==> src/hdl/assert_macros.svh <==
// Assertion helpers shared by the RTL. Each macro expects the enclosing module
// to have ports named clk and arst_n.
`ifndef ASSERT_MACROS_SVH
`define ASSERT_MACROS_SVH

// A condition that holds at every clock edge outside reset.
`define ASSERT_ALWAYS(label, expr, msg) \
	label: assert property (@(posedge clk) disable iff (!arst_n) (expr)) \
		else $error(msg);

// A condition that implies another in the same cycle.
`define ASSERT_SAME(label, ante, cons, msg) \
	label: assert property (@(posedge clk) disable iff (!arst_n) (ante) |-> (cons)) \
		else $error(msg);

// A condition that implies another in the following cycle.
`define ASSERT_NEXT(label, ante, cons, msg) \
	label: assert property (@(posedge clk) disable iff (!arst_n) (ante) |=> (cons)) \
		else $error(msg);

`endif

==> src/hdl/mctg_pkg.sv <==
// ----------------------------------------------------------------------------
// MIDI clock and timecode generator package
// Shared codes, byte values and the result word passed between the
// event engine and the output buffer.
// ----------------------------------------------------------------------------
package mctg_pkg;

	// Input action codes.
	localparam logic [1:0] ACT_TICK = 2'd0;
	localparam logic [1:0] ACT_PLAY = 2'd1;
	localparam logic [1:0] ACT_STOP = 2'd2;

	// MIDI real-time and system common bytes.
	localparam logic [7:0] BYTE_CLOCK = 8'hF8;
	localparam logic [7:0] BYTE_START = 8'hFA;
	localparam logic [7:0] BYTE_STOP  = 8'hFC;
	localparam logic [7:0] BYTE_QF    = 8'hF1;
	localparam logic [3:0] RATE_24FPS = 4'h0;

	// Playhead limits at 24 fps.
	localparam logic [4:0] FRAMES_PER_SEC = 5'd24;
	localparam logic [4:0] FRAME_STEP     = 5'd2;
	localparam logic [5:0] SECS_PER_MIN   = 6'd60;
	localparam logic [5:0] MINS_PER_HOUR  = 6'd60;
	localparam logic [4:0] HOURS_PER_DAY  = 5'd24;

	typedef enum logic [1:0] {
		EV_NONE,
		EV_START,
		EV_STOP
	} event_t;

	// Bytes produced by one event: count is 0, 1 or 2.
	typedef struct packed {
		logic [1:0] count;
		logic [7:0] byte0;
		logic [7:0] byte1;
	} result_t;

endpackage

==> src/hdl/mctg_core.sv <==
// ----------------------------------------------------------------------------
// MIDI clock and timecode event engine
// Holds the transport, hold-off and playhead state and turns one event into
// zero, one or two MIDI bytes combinationally.
// ----------------------------------------------------------------------------
`include "assert_macros.svh"

module mctg_core (
	input  logic              clk,
	input  logic              arst_n,
	input  logic              fire,
	input  logic [1:0]        action,
	input  logic [31:0]       now_ms,
	input  logic              use_timecode,
	output mctg_pkg::result_t result
);
	import mctg_pkg::*;

	event_t      pending_q, pending_d;
	logic        holdoff_q, holdoff_d;
	logic [31:0] holdoff_start_q, holdoff_start_d;
	logic [2:0]  qf_index_q, qf_index_d;
	logic [4:0]  frame_q, frame_d;
	logic [5:0]  second_q, second_d;
	logic [5:0]  minute_q, minute_d;
	logic [4:0]  hour_q, hour_d;

	// Playhead as seen by this tick (cleared by a pending Start).
	logic [4:0]  frame_b;
	logic [5:0]  second_b;
	logic [5:0]  minute_b;
	logic [4:0]  hour_b;
	logic [2:0]  index_b;
	logic [4:0]  frame_sum;
	logic        carry_s, carry_m, carry_h;
	logic        holdoff_live;
	logic [3:0]  nibble;

	always_comb begin
		frame_b  = frame_q;
		second_b = second_q;
		minute_b = minute_q;
		hour_b   = hour_q;
		index_b  = qf_index_q;
		if (pending_q == EV_START) begin
			frame_b  = '0;
			second_b = '0;
			minute_b = '0;
			hour_b   = '0;
			index_b  = '0;
		end
	end

	always_comb begin
		case (index_b)
			3'd0:    nibble = frame_b[3:0];
			3'd1:    nibble = {3'b000, frame_b[4]};
			3'd2:    nibble = second_b[3:0];
			3'd3:    nibble = {2'b00, second_b[5:4]};
			3'd4:    nibble = minute_b[3:0];
			3'd5:    nibble = {2'b00, minute_b[5:4]};
			3'd6:    nibble = hour_b[3:0];
			default: nibble = {3'b000, hour_b[4]} | RATE_24FPS;
		endcase
	end

	// Frames only ever move in steps of two from zero, so the sum tops out at 24.
	assign frame_sum = frame_b + FRAME_STEP;
	assign carry_s   = (frame_sum >= FRAMES_PER_SEC);
	assign carry_m   = carry_s && (second_b == SECS_PER_MIN - 6'd1);
	assign carry_h   = carry_m && (minute_b == MINS_PER_HOUR - 6'd1);

	// A running hold-off survives only while the millisecond time is unchanged.
	assign holdoff_live = holdoff_q && (now_ms == holdoff_start_q);

	always_comb begin
		pending_d       = pending_q;
		holdoff_d       = holdoff_q;
		holdoff_start_d = holdoff_start_q;
		qf_index_d      = qf_index_q;
		frame_d         = frame_q;
		second_d        = second_q;
		minute_d        = minute_q;
		hour_d          = hour_q;
		result          = '{count: 2'd0, byte0: BYTE_CLOCK, byte1: BYTE_CLOCK};
		case (action)
			ACT_PLAY: begin
				pending_d = EV_START;
			end
			ACT_STOP: begin
				pending_d = EV_STOP;
			end
			ACT_TICK: begin
				if (!use_timecode) begin
					if (pending_q != EV_NONE) begin
						result.count    = 2'd1;
						result.byte0    = (pending_q == EV_STOP) ? BYTE_STOP : BYTE_START;
						holdoff_d       = 1'b1;
						holdoff_start_d = now_ms;
						pending_d       = EV_NONE;
					end else begin
						holdoff_d = holdoff_live;
						if (!holdoff_live) begin
							result.count = 2'd1;
						end
					end
				end else if (pending_q != EV_STOP) begin
					pending_d    = EV_NONE;
					result.count = 2'd2;
					result.byte0 = BYTE_QF;
					result.byte1 = {1'b0, index_b, nibble};
					qf_index_d   = index_b + 3'd1;
					frame_d      = frame_b;
					second_d     = second_b;
					minute_d     = minute_b;
					hour_d       = hour_b;
					if (index_b == 3'd7) begin
						frame_d = carry_s ? frame_sum - FRAMES_PER_SEC : frame_sum;
						if (carry_s) begin
							second_d = carry_m ? 6'd0 : second_b + 6'd1;
						end
						if (carry_m) begin
							minute_d = carry_h ? 6'd0 : minute_b + 6'd1;
						end
						if (carry_h) begin
							hour_d = (hour_b == HOURS_PER_DAY - 5'd1) ? 5'd0 : hour_b + 5'd1;
						end
					end
				end
			end
			default: begin
			end
		endcase
	end

	always_ff @(posedge clk or negedge arst_n) begin
		if (!arst_n) begin
			pending_q       <= EV_NONE;
			holdoff_q       <= 1'b0;
			holdoff_start_q <= '0;
			qf_index_q      <= '0;
			frame_q         <= '0;
			second_q        <= '0;
			minute_q        <= '0;
			hour_q          <= '0;
		end else if (fire) begin
			pending_q       <= pending_d;
			holdoff_q       <= holdoff_d;
			holdoff_start_q <= holdoff_start_d;
			qf_index_q      <= qf_index_d;
			frame_q         <= frame_d;
			second_q        <= second_d;
			minute_q        <= minute_d;
			hour_q          <= hour_d;
		end
	end

	`ASSERT_ALWAYS(frame_in_range, (frame_q < FRAMES_PER_SEC) && !frame_q[0], "frame count out of range")
	`ASSERT_ALWAYS(time_in_range, (second_q < SECS_PER_MIN) && (minute_q < MINS_PER_HOUR) && (hour_q < HOURS_PER_DAY), "playhead field out of range")
	`ASSERT_NEXT(transport_starts_holdoff, fire && (action == ACT_TICK) && !use_timecode && (pending_q != EV_NONE), holdoff_q && (pending_q == EV_NONE), "transport byte did not start a hold-off")

endmodule

==> src/hdl/mctg_obuf.sv <==
// ----------------------------------------------------------------------------
// MIDI clock and timecode output buffer
// Holds the bytes of one event and hands them out one word at a time,
// taking the next event when empty or as its last byte leaves.
// ----------------------------------------------------------------------------
`include "assert_macros.svh"

module mctg_obuf (
	input  logic              clk,
	input  logic              arst_n,
	input  logic              load,
	input  mctg_pkg::result_t result,
	output logic              ready,
	output logic              out_valid,
	input  logic              out_stall,
	output logic [7:0]        midi_byte,
	output logic              last
);
	import mctg_pkg::*;

	logic [1:0] cnt_q;
	logic [7:0] head_q;
	logic [7:0] tail_q;
	logic       last_q;
	logic       pop;
	logic       store;

	assign out_valid = (cnt_q != 2'd0);
	assign midi_byte = head_q;
	assign last      = last_q;
	assign pop       = out_valid && !out_stall;
	assign ready     = (cnt_q == 2'd0) || ((cnt_q == 2'd1) && pop);
	assign store     = load && (result.count != 2'd0);

	always_ff @(posedge clk or negedge arst_n) begin
		if (!arst_n) begin
			cnt_q <= 2'd0;
		end else if (store) begin
			cnt_q <= result.count;
		end else if (pop) begin
			cnt_q <= cnt_q - 2'd1;
		end
	end

	always_ff @(posedge clk) begin
		if (store) begin
			head_q <= result.byte0;
			tail_q <= result.byte1;
			last_q <= (result.count == 2'd1);
		end else if (pop && (cnt_q == 2'd2)) begin
			head_q <= tail_q;
			last_q <= 1'b1;
		end
	end

	`ASSERT_SAME(load_when_ready, load, ready, "event loaded while buffer busy")
	`ASSERT_SAME(first_of_pair_not_last, cnt_q == 2'd2, !last_q, "first byte of a pair marked last")
	`ASSERT_NEXT(pair_advances, pop && (cnt_q == 2'd2), out_valid && last_q && (cnt_q == 2'd1), "second byte of a pair lost")

endmodule

==> src/hdl/midi_clock_and_timecode_generator_unit.sv <==
// ----------------------------------------------------------------------------
// MIDI clock and timecode generator
// Turns play, stop and timer-tick events into MIDI timing clock bytes or
// MTC quarter-frame pairs.
// ----------------------------------------------------------------------------
// An event is captured in an input register and processed when the output
// buffer is free or is giving up its last byte. Play, stop and clock-mode
// ticks produce at most one byte and are taken one per cycle while the output
// is not stalled; a timecode tick produces a two-byte pair unless a Stop is
// pending, sent one byte per cycle, and the next event waits in the input
// register until the pair's last byte leaves. Output stalls propagate back to
// the input stall. The mode register may be written at any time the block is
// idle; its ready is always high.
module midi_clock_and_timecode_generator_unit (
	input  logic        clk,
	input  logic        arst_n,
	input  logic        cfg_valid,
	output logic        cfg_ready,
	input  logic        cfg_data,
	input  logic        in_valid,
	output logic        in_stall,
	input  logic [1:0]  action,
	input  logic [31:0] now_ms,
	output logic        out_valid,
	input  logic        out_stall,
	output logic [7:0]  midi_byte,
	output logic        last
);
	import mctg_pkg::*;

	logic        use_timecode_q;
	logic        valid_s1;
	logic [1:0]  action_s1;
	logic [31:0] now_ms_s1;
	logic        buf_ready;
	logic        advance;
	logic        accept;
	result_t     result;

	assign cfg_ready = 1'b1;
	assign advance   = valid_s1 && buf_ready;
	assign in_stall  = valid_s1 && !buf_ready;
	assign accept    = in_valid && !in_stall;

	always_ff @(posedge clk or negedge arst_n) begin
		if (!arst_n) begin
			use_timecode_q <= 1'b0;
			valid_s1       <= 1'b0;
		end else begin
			if (cfg_valid && cfg_ready) begin
				use_timecode_q <= cfg_data;
			end
			if (accept) begin
				valid_s1 <= 1'b1;
			end else if (advance) begin
				valid_s1 <= 1'b0;
			end
		end
	end

	always_ff @(posedge clk) begin
		if (accept) begin
			action_s1 <= action;
			now_ms_s1 <= now_ms;
		end
	end

	mctg_core u_core (
		.clk          (clk),
		.arst_n       (arst_n),
		.fire         (advance),
		.action       (action_s1),
		.now_ms       (now_ms_s1),
		.use_timecode (use_timecode_q),
		.result       (result)
	);

	mctg_obuf u_obuf (
		.clk       (clk),
		.arst_n    (arst_n),
		.load      (advance),
		.result    (result),
		.ready     (buf_ready),
		.out_valid (out_valid),
		.out_stall (out_stall),
		.midi_byte (midi_byte),
		.last      (last)
	);

endmodule

==> config.mk <==
export PLATFORM = sky130hd
export DESIGN_NAME = midi_clock_and_timecode_generator_unit
export DESIGN_NICKNAME = d
export VERILOG_FILES = /design/src/hdl/mctg_pkg.sv /design/src/hdl/mctg_core.sv /design/src/hdl/mctg_obuf.sv /design/src/hdl/midi_clock_and_timecode_generator_unit.sv
export VERILOG_INCLUDE_DIRS = /design/src /design/src/hdl
export SDC_FILE = /design/constraint.sdc
export NUM_CORES = 1
export LEC_CHECK = 0
export BUFFER_PORTS_ARGS = -buffer_cell sky130_fd_sc_hd__clkbuf_2
export CORE_UTILIZATION = 45
export CTS_CLUSTER_DIAMETER = 80
export DETAILED_ROUTE_END_ITERATION = 10
export PLACE_DENSITY = 0.62
export SLEW_MARGIN = 0
export SYNTH_ARGS = -nofsm -noshare
export SYNTH_HDL_FRONTEND = slang
export SYNTH_SLANG_ARGS = --single-unit
==> constraint.sdc <==
create_clock -name clk -period 4.8 [get_ports clk]
set_input_delay 0.72 -clock clk [delete_from_list [all_inputs] [get_ports clk]]
set_output_delay 0.72 -clock clk [all_outputs]
set_load 0.02 [all_outputs]
Word level (Yosys, flattened, before mapping)
Index checks and enable logic that the tools add are counted.
{"block": "classes", "eq_ne": 21, "reduce_logical": 30, "addsub": 7, "bitwise": 1, "muxes": 38, "n_lt_le_gt_ge": 1}
{"cell": "6-bit two-way mux", "n": 8}
{"cell": "18-bit two-way mux", "n": 2}
{"cell": "5-bit two-way mux", "n": 7}
{"cell": "32-bit == test", "n": 1}
{"cell": "8-bit two-way mux", "n": 4}
{"cell": "4-bit case mux with 7 select lines", "n": 1}
{"cell": "6-bit by 1-bit adder with 6-bit output (second input constant)", "n": 2}
{"cell": "3-bit == test (second input constant)", "n": 4}
{"cell": "6-bit == test (second input constant)", "n": 2}
{"cell": "2-bit two-way mux", "n": 6}
{"cell": "4-bit AND reduction", "n": 3}
{"cell": "2-bit nonzero test", "n": 6}
{"cell": "1-bit logical AND", "n": 10}
{"cell": "10-bit two-way mux", "n": 1}
{"cell": "2-bit by 1-bit == test with 1-bit output (second input constant)", "n": 4}
{"cell": "2-bit == test (second input constant)", "n": 3}
{"cell": "3-bit by 2-bit == test with 1-bit output (second input constant)", "n": 2}
{"cell": "1-bit two-way mux", "n": 6}
{"cell": "3-bit two-way mux", "n": 2}
{"cell": "3-bit by 2-bit inequality test with 1-bit output (second input constant)", "n": 2}
{"cell": "2-bit case mux with 3 select lines", "n": 1}
{"cell": "3-bit AND reduction", "n": 2}
{"cell": "5-bit by 1-bit adder with 5-bit output (second input constant)", "n": 1}
{"cell": "5-bit by 2-bit adder with 5-bit output (second input constant)", "n": 1}
{"cell": "14 further kinds", "n": 17}
{"block": "word_totals", "input_bits": 40, "out_inout_bits": 12, "ff_bits": 115, "elab_cells": 115}

Logic depth before layout (Yosys ltp)
Gate-level depths: netlist of the first run.
{"block": "logic_depth", "ltp_word": 10, "ltp_mapped": 13, "depth_no_buf": 9}

Cells and area by module
From an unflattened synthesis of the first run, not the netlist that was laid out.
{"block": "unflattened", "hier_cells": 435, "hier_area_um2": 5485.3}
{"module": "mctg_core", "seq_area_each_um2": 1501.4, "area_each_um2": 3564.7, "n_inst": 1, "cells_per_inst": 344}
{"module": "midi_clock_and_timecode_generator_unit", "seq_area_each_um2": 1071.0, "area_each_um2": 1133.6, "n_inst": 1, "cells_per_inst": 44}
{"module": "mctg_obuf", "seq_area_each_um2": 560.5, "area_each_um2": 787.0, "n_inst": 1, "cells_per_inst": 47}

Worst setup path after synthesis of the first run
Ideal clock, no wire load.
{"block": "synth_timing", "path_type": "register to register", "startpoint": "reg u_core.pending_q[0]", "endpoint": "reg u_core.hour_q[2]", "stages_incl_launch_ff": 14, "required_ns": 4.676, "synth_period_minus_slack_ns": 2.833, "n_path_buf": 4, "slack_ns": 1.967, "setup_time_ns": 0.124, "arrival_ns": 2.709, "cell_sequence": "dfrtp_1 clkbuf_2 nand2b_1 buf_4 clkbuf_1 nand2_1 inv_1 ha_1 ha_1 clkbuf_1 o211ai_1 nor3_1 a21o_1 nand3_1"}
{"block": "synth_via", "word_cells_on_any_way": 20, "cone_classes": "2 x add/sub; 1 x order compare; 6 x eq/ne; 8 x mux; 3 x reduce/logical"}
{"item": "start, declared", "line": "mctg_core.sv:19", "source": "event_t pending_q, pending_d;"}
{"item": "start signal, assigned", "line": "mctg_core.sv:147", "source": "pending_q <= pending_d;"}
{"item": "2-bit by 1-bit == test with 1-bit output", "line": "mctg_core.sv:45", "source": "if (pending_q == EV_START) begin"}
{"item": "3-bit two-way mux", "line": "mctg_core.sv:45"}
{"item": "named net u_core.index_b[0]", "line": "mctg_core.sv:33", "source": "logic [2:0] index_b;"}
{"item": "3-bit == test", "line": "mctg_core.sv:117", "source": "if (index_b == 3'd7) begin"}
{"item": "5-bit two-way mux", "line": "mctg_core.sv:117"}
{"item": "end signal, assigned", "line": "mctg_core.sv:154", "source": "hour_q <= hour_d;"}
{"item": "end, declared", "line": "mctg_core.sv:26", "source": "logic [4:0] hour_q, hour_d;"}
The timed path passes the listed nets, and every way through them passes these cells.
A chain may end at the register's enable or synchronous reset.

Worst setup path after layout of the first run
{"block": "layout_timing", "startpoint": "reg u_core.pending_q[1]", "endpoint": "reg u_core.hour_q[2]"}
Same word-level chain as after synthesis.

==> run metrics, run 1 <==
Skew-Pair Late Insertion Delay approximately 0.4 ns; RePlAce Congestion between 0.8 and 0.9; Mapped Avg Cell Area ~12 um^2; first-pass GRT wire length approximately 18000 um; largest cells by area after synthesis dfrtp_1 (30%), edfxtp_1 (28%), mux2_2 (7.7%), xor2_1 (3.7%), ha_1 (2.8%); Final min period between 3 and 4 ns; Area Growth Syn to Fin 17.9%; VDD IR max ~0.22 mV; kind of critical path reg2reg; # IOs 52; final hold violations 0; dpl hpwl roughly 7400 um; slowest CP cell nor3_1; register area share after synthesis 58.2%; Nets 553; Root Driver clkbuf_16; Synth Cell Area ~5400 um^2; CP Capture Type flip-flop; Netlist cell types 62; initial antenna violation count 0; PD cells about 560 nW/um^2; drt wl/cell approximately 17 um; worst-path fanout max 17; Hold Path Class in2reg; number of setup buffers added after CTS 0; final std cells w/o fill between 600 and 700; ANT nets after route 0; CTS clk-pin slew, worst paths around 0.050 ns; RR Startpoint u_core.pending_q[1]$_DFFE_PN0P_; vias per inst about 5.6; Achievable Freq between 200 and 300 MHz; n_diodes 0; worst clock skew about 0.008 ns; total gr overflow 0; required time of the critical path ~5 ns; critical hold path startpoint now_ms[4]; H-tree Lvls 4; Arr. time, crit path 3.71 ns; Cells after DPL between 600 and 700; drt pass-1 iters 8; Pins Over Slew Limit 0; failing checks design-rule violations; via count between 3000 and 4000; Die X between 100 and 150 um; CTS-repair resized insts 0; Finish-stage setup viols 0; syn_nets 497; setup total negative slack 0 ns; asr flop ratio synth about 56%; #FFs+latches synth 115; max cap viols 0; top cells by count, synth dfrtp_1 (64), edfxtp_1 (51), mux2_2 (37); CTS max path bufs 2; Die Footprint 12400 um^2; CP bufs+invs 1; type of origin of the critical path flip-flop; residual DRC count 10; Num CTS Buffers 17; Cell Chain, Critical Path nand2b_1, nand2_1, inv_1, ha_1, ha_1, o211ai_1, nor3_1, a21o_1, nand3_1; GRT Resource Usage Total about a fifth; Largest delay share family, worst path simple AND/OR/NAND/NOR gates; TritonCTS clock tree yes; Clock Sinks about 120; Place WS around 1.5 ns; Yosys warning count 0; count leader, synth dfrtp_1; LEAKAGE approximately 2.7 nW; top_reg_cell synth dfrtp_1; R2R Setup Slk 1.38 ns; pin count of the biggest net entering global routing 65; row cnt 39; dominant cell type by area after synthesis dfrtp_1; max_slew headroom between 30% and 40%; Initial Util between 40% and 50%; layout cells sized above 1 25.7%; worst-margin pin slew a little over 0.9 ns; cts hold-fix bufs 0; unrepaired setup endpoints after global routing no; area share of the largest cell type after synthesis between 20% and 30%; most used cell, CP ha_1; Post-synth EDFFs just over 50; initial drt markers around 240; post-route setup slack ~1.4 ns; Routed WL 11000 um; vias in the first global route about 3700; slowest stage delay, CP 0.73 ns; final core occ 54.9%; core area 11600 um^2; fin crit share between 70% and 80%; status finished, violations left; Post-Synthesis Cells between 400 and 500; port bufs 50; Chip Height 111 um; worst setup path start u_core.pending_q[1]$_DFFE_PN0P_
-- path summary, 6_finish.rpt --
path                            cells after the start                                    end
min in group asynchronous                           2  u_core.holdoff_start_q[2]$_DFFE_PN0P_
worst min register to register                      2       u_core.qf_index_q[1]$_DFFE_PN0P_
worst max-delay path                                9           u_core.hour_q[2]$_DFFE_PN0P_
max in group asynchronous                           2            u_obuf.cnt_q[1]$_DFFE_PN0P_
worst max register to register                      9           u_core.hour_q[2]$_DFFE_PN0P_
worst min-delay path                                1                 now_ms_s1[4]$_DFFE_PP_
-- flip-flops by register name, indices dropped and copies added (netlist names) --
register / count
u_core.second_q: 6
u_core.pending_q: 2
valid_s1: 1
u_obuf.midi_byte: 8
u_core.frame_q: 5
u_obuf.last: 1
action_s1: 2
now_ms_s1: 32
u_obuf.tail_q: 8
use_timecode_q: 1
u_core.minute_q: 6
u_obuf.cnt_q: 2
u_core.qf_index_q: 3
u_core.hour_q: 5
u_core.holdoff_start_q: 32
u_core.holdoff_q: 1
-- final cells by class --
class | count | area [um^2]
multi-input combinational | 296 | 2110
clock buffer | 21 | 470
clock inverter | 11 | 109
tap | 143 | 179
timing repair buffer | 56 | 295
inverter | 15 | 56.3
fill | 993 | 5210
sequential | 115 | 3130
-- cells by family after synthesis --
| kind of cell | Yosys count | synth area share [%] |
|---|---|---|
| compound gates | 96 | 11.8 |
| xor+xnor | 30 | 4.88 |
| fa+ha+maj | 12 | 2.79 |
| buf+inv | 34 | 2.67 |
| flops | 115 | 58.2 |
| mux | 39 | 8.11 |
| other cells | 1 | 0.0696 |
| simple gates | 118 | 11.5 |
-- worst register-to-register path, cell delays in order, from the launching register on --
cell and delay, ns:
dfrtp_1 0.45, nand2b_1 0.56, nand2_1 0.24, inv_1 0.15, ha_1 0.21, ha_1 0.38, o211ai_1 0.30, nor3_1 0.73
a21o_1 0.22, nand3_1 0.07
-- per-stage QoR --
stage / hold slack (ns) / cell area, um^2 / power, mW
floorplan: 0.424 / 5390 / 2.10
global placement: 0.473 / 5770 / 2.30
detailed placement: 0.490 / 5770 / 2.33
CTS: 0.460 / 6350 / 3.56
global route: 0.456 / 6350 / 3.74
finish: 0.478 / 6350 / 3.53
-- placed cells by master (no fill, tap or decap), types with 4 or more instances in the layout --
master     instances
dfrtp_1           64
edfxtp_1          51
clkbuf_2          50
mux2_2            37
nand2_1           35
o21ai_0           29
xor2_1            23
clkbuf_16         17
inv_1             15
nor2_1            14
a21oi_1           14
ha_1              12
nand4_1           11
nor3_1            10
nand3_1           10
a31oi_1           10
and2_1             7
xnor2_1            7
clkinv_2           6
buf_4              6
o211ai_1           5
and3_1             5
nor4_1             4
o41ai_1            4
a21o_2             4
a22oi_1            4
-- routing by layer --
layer	vias up	track usage [%]	share of wire (%)
li1	1770	-	-
met1	1806	24.2	46
met2	107	31.7	48
met3	13	5.50	4.6
met4	0	8.56	1.3
met5	-	0	0
-- where the power goes --
group          switching, mW  total (mW)  internal [mW]
combinational          0.455       0.812          0.357
clock                  0.421        1.22          0.795
sequential             0.173        1.50           1.33
total                   1.05        3.53           2.48
No activity file was read; power rests on OpenSTA's default activity.
==> run 2: changes to the inputs <==
- PLACE_DENSITY: 0.62 -> 0.65
- clock period: 4.8 -> 2.78 ns (I/O delays scaled with it)
==> run metrics, run 2 (synthesized netlist as in run 1, its figures left out) <==
kind of critical path reg2reg; number of setup buffers added after CTS 0 (unchanged); initial drt markers 207 (-12%); drt wl/cell 16.4 um (-2.5%); placed cell area 5860 um^2 (+1.4%); Clock Sinks 115 (unchanged); CTS max path bufs 2 (unchanged); PD cells 966 nW/um^2 (+74%); leading cell type in the layout, fill and taps excluded dfrtp_1; Routed WL 10900 um (-1.3%); max cap viols 0 (unchanged); Die X 111 um (unchanged); WHS 0.170 ns (-0.308 ns); critical hold path startpoint now_ms[22]; vias per inst 5.55 (-1.4%); Nets 561 (+1.4%); fin crit share 95.8% (+25 points); H-tree Lvls 4 (unchanged); worst-path fanout max 22 (+5); Final min period 2.66 ns (-0.752 ns); commonest non-fill, non-tap cells in the layout dfrtp_1 (64), edfxtp_1 (51), clkbuf_2 (50), mux2_2 (37), nand2_1 (35); status finished, violations left; residual DRC count 8 (-2); layout cells sized above 1 27.2% (+1.5 points); Overall Power 6.23 mW (+77%); pin count of the biggest net entering global routing 65 (unchanged); final hold violations 0 (unchanged); R2R Setup Slk 0.12 ns (-1.27 ns); row cnt 39 (unchanged); Hold Path Class in2reg; initial antenna violation count 0 (unchanged); Root Driver clkbuf_16; core area 11600 um^2 (unchanged); worst clock skew 0.00666 ns (-0.00133 ns); required time of the critical path 3.09 ns (-2.00 ns); ANT nets after route 0 (unchanged); TritonCTS clock tree yes; Area Growth Syn to Fin 19.8%; dpl hpwl 7360 um (-0.41%); R2R depth 9 (unchanged); drt pass-1 iters 8 (unchanged); worst-margin pin slew 0.846 ns (-0.0861 ns); port bufs 50 (unchanged); Pins Over Slew Limit 0 (unchanged); Chip Height 111 um (unchanged); max_slew headroom 43.6% (+5.9 points); via count 3688 (-0.22%); # IOs 52 (unchanged); WHS Path Cells 1 (unchanged); worst r2r dst u_core.minute_q[2]$_DFFE_PN0P_; Skew-Pair Late Insertion Delay 0.42 ns (about the same); total gr overflow 0 (unchanged); GRT Resource Usage Total 19.5% (+0.11 points); Num CTS Buffers 17 (unchanged); first-pass GRT wire length 18400 um (+0.64%); Initial Util 46.6% (unchanged); post-route cell area 6450 um^2 (+1.6%); type of origin of the critical path flip-flop; vias in the first global route 3762 (+0.59%); Achievable Freq 375 MHz (+28%); unrepaired setup endpoints after global routing yes; largest registers now_ms_s1 (32), u_core.holdoff_start_q (32); LEAKAGE 2.74 nW (+1.7%); Die Footprint 12400 um^2 (unchanged); n_diodes 0 (unchanged); RR Startpoint u_core.pending_q[0]$_DFFE_PN0P_; Finish-stage setup viols 0 (unchanged); VDD IR max 0.477 mV (+120%); CP Capture Type flip-flop; RePlAce Congestion 0.832 (-3.1%); Arr. time, crit path 2.97 ns (-0.74 ns); Hold Path Sink now_ms_s1[22]$_DFFE_PP_; CTS clk-pin slew, worst paths 0.05 ns (about the same); failing checks design-rule violations
## run 2: cell count changes in the layout (fill, tap and decap cells not counted), moves of 2 or more
| cell | before | now |
|---|---|---|
| buf_4 | 6 | 13 |
| clkinv_2 | 6 | 3 |
| inv_6 | 0 | 3 |
| clkbuf_8 | 3 | 1 |
## run 2: critical path, stage by stage (launching register included)
cell and delay, ns:
dfrtp_1 0.39, nand2b_1 0.23, buf_12 0.20, and2_1 0.15
ha_1 0.21, and3b_1 0.19, nand4_1 0.35, nor2_1 0.45
a31oi_1 0.14, a31o_2 0.22
## run 2: layout make-up
type                       count  area (um^2)
clock buffer                  21          472
clock inverter                11          124
fill                         958         5110
inverter                      15         56.3
multi-input combinational    296         2120
sequential                   115         3130
tap                          143          179
timing repair buffer          64          368
## run 2: metal layers
metal	vias up	share of wire (%)	global-route usage [%]
li1	1788	-	-
met1	1806	46	23.8
met2	80	49	31.9
met3	14	4.2	6.53
met4	0	1.3	8.11
met5	-	0	0
## run 2: how the worst max path moves through the flow
stage	startpoint	endpoint	slack (ns)	depth (start not counted)
6_report	u_core.pending_q[0]$_DFFE_PN0P_	u_core.minute_q[2]$_DFFE_PN0P_	0.12	9
5_1_grt	u_core.pending_q[0]$_DFFE_PN0P_	u_core.hour_q[1]$_DFFE_PN0P_	-0.06	9
4_1_cts	u_core.pending_q[0]$_DFFE_PN0P_	u_core.minute_q[2]$_DFFE_PN0P_	0.13	9
3_5_place_dp	u_core.pending_q[1]$_DFFE_PN0P_	u_core.minute_q[2]$_DFFE_PN0P_	0.18	9
3_3_place_gp	u_core.pending_q[1]$_DFFE_PN0P_	u_core.minute_q[2]$_DFFE_PN0P_	0.19	9
2_1_floorplan	u_core.pending_q[0]$_DFFE_PN0P_	u_core.minute_q[5]$_DFFE_PN0P_	0.02	13
## run 2: power breakdown
part / leakage (nW) / total [mW] / switching [mW] / internal (mW)
Clock: 0.285 / 2.17 / 0.773 / 1.40
Sequential: 1.26 / 2.56 / 0.270 / 2.29
Combinational: 1.20 / 1.50 / 0.826 / 0.674
## run 2: through the flow
step / TNS [ns] / cells / util, % / setup slack [ns]
floorplan: 0 / 445 / - / 0.0221
global placement: 0 / 633 / 50.6 / 0.188
detailed placement: 0 / 633 / 50.6 / 0.177
CTS: 0 / 665 / 55.8 / 0.135
global route: -0.134 / 665 / 55.8 / -0.0614
finish: 0 / 665 / 55.8 / 0.116
## run 2: repair_timing
item,in CTS,in global routing
gates resized for setup,0,0
hold buffers,0,0
setup endpoints to repair,0,6
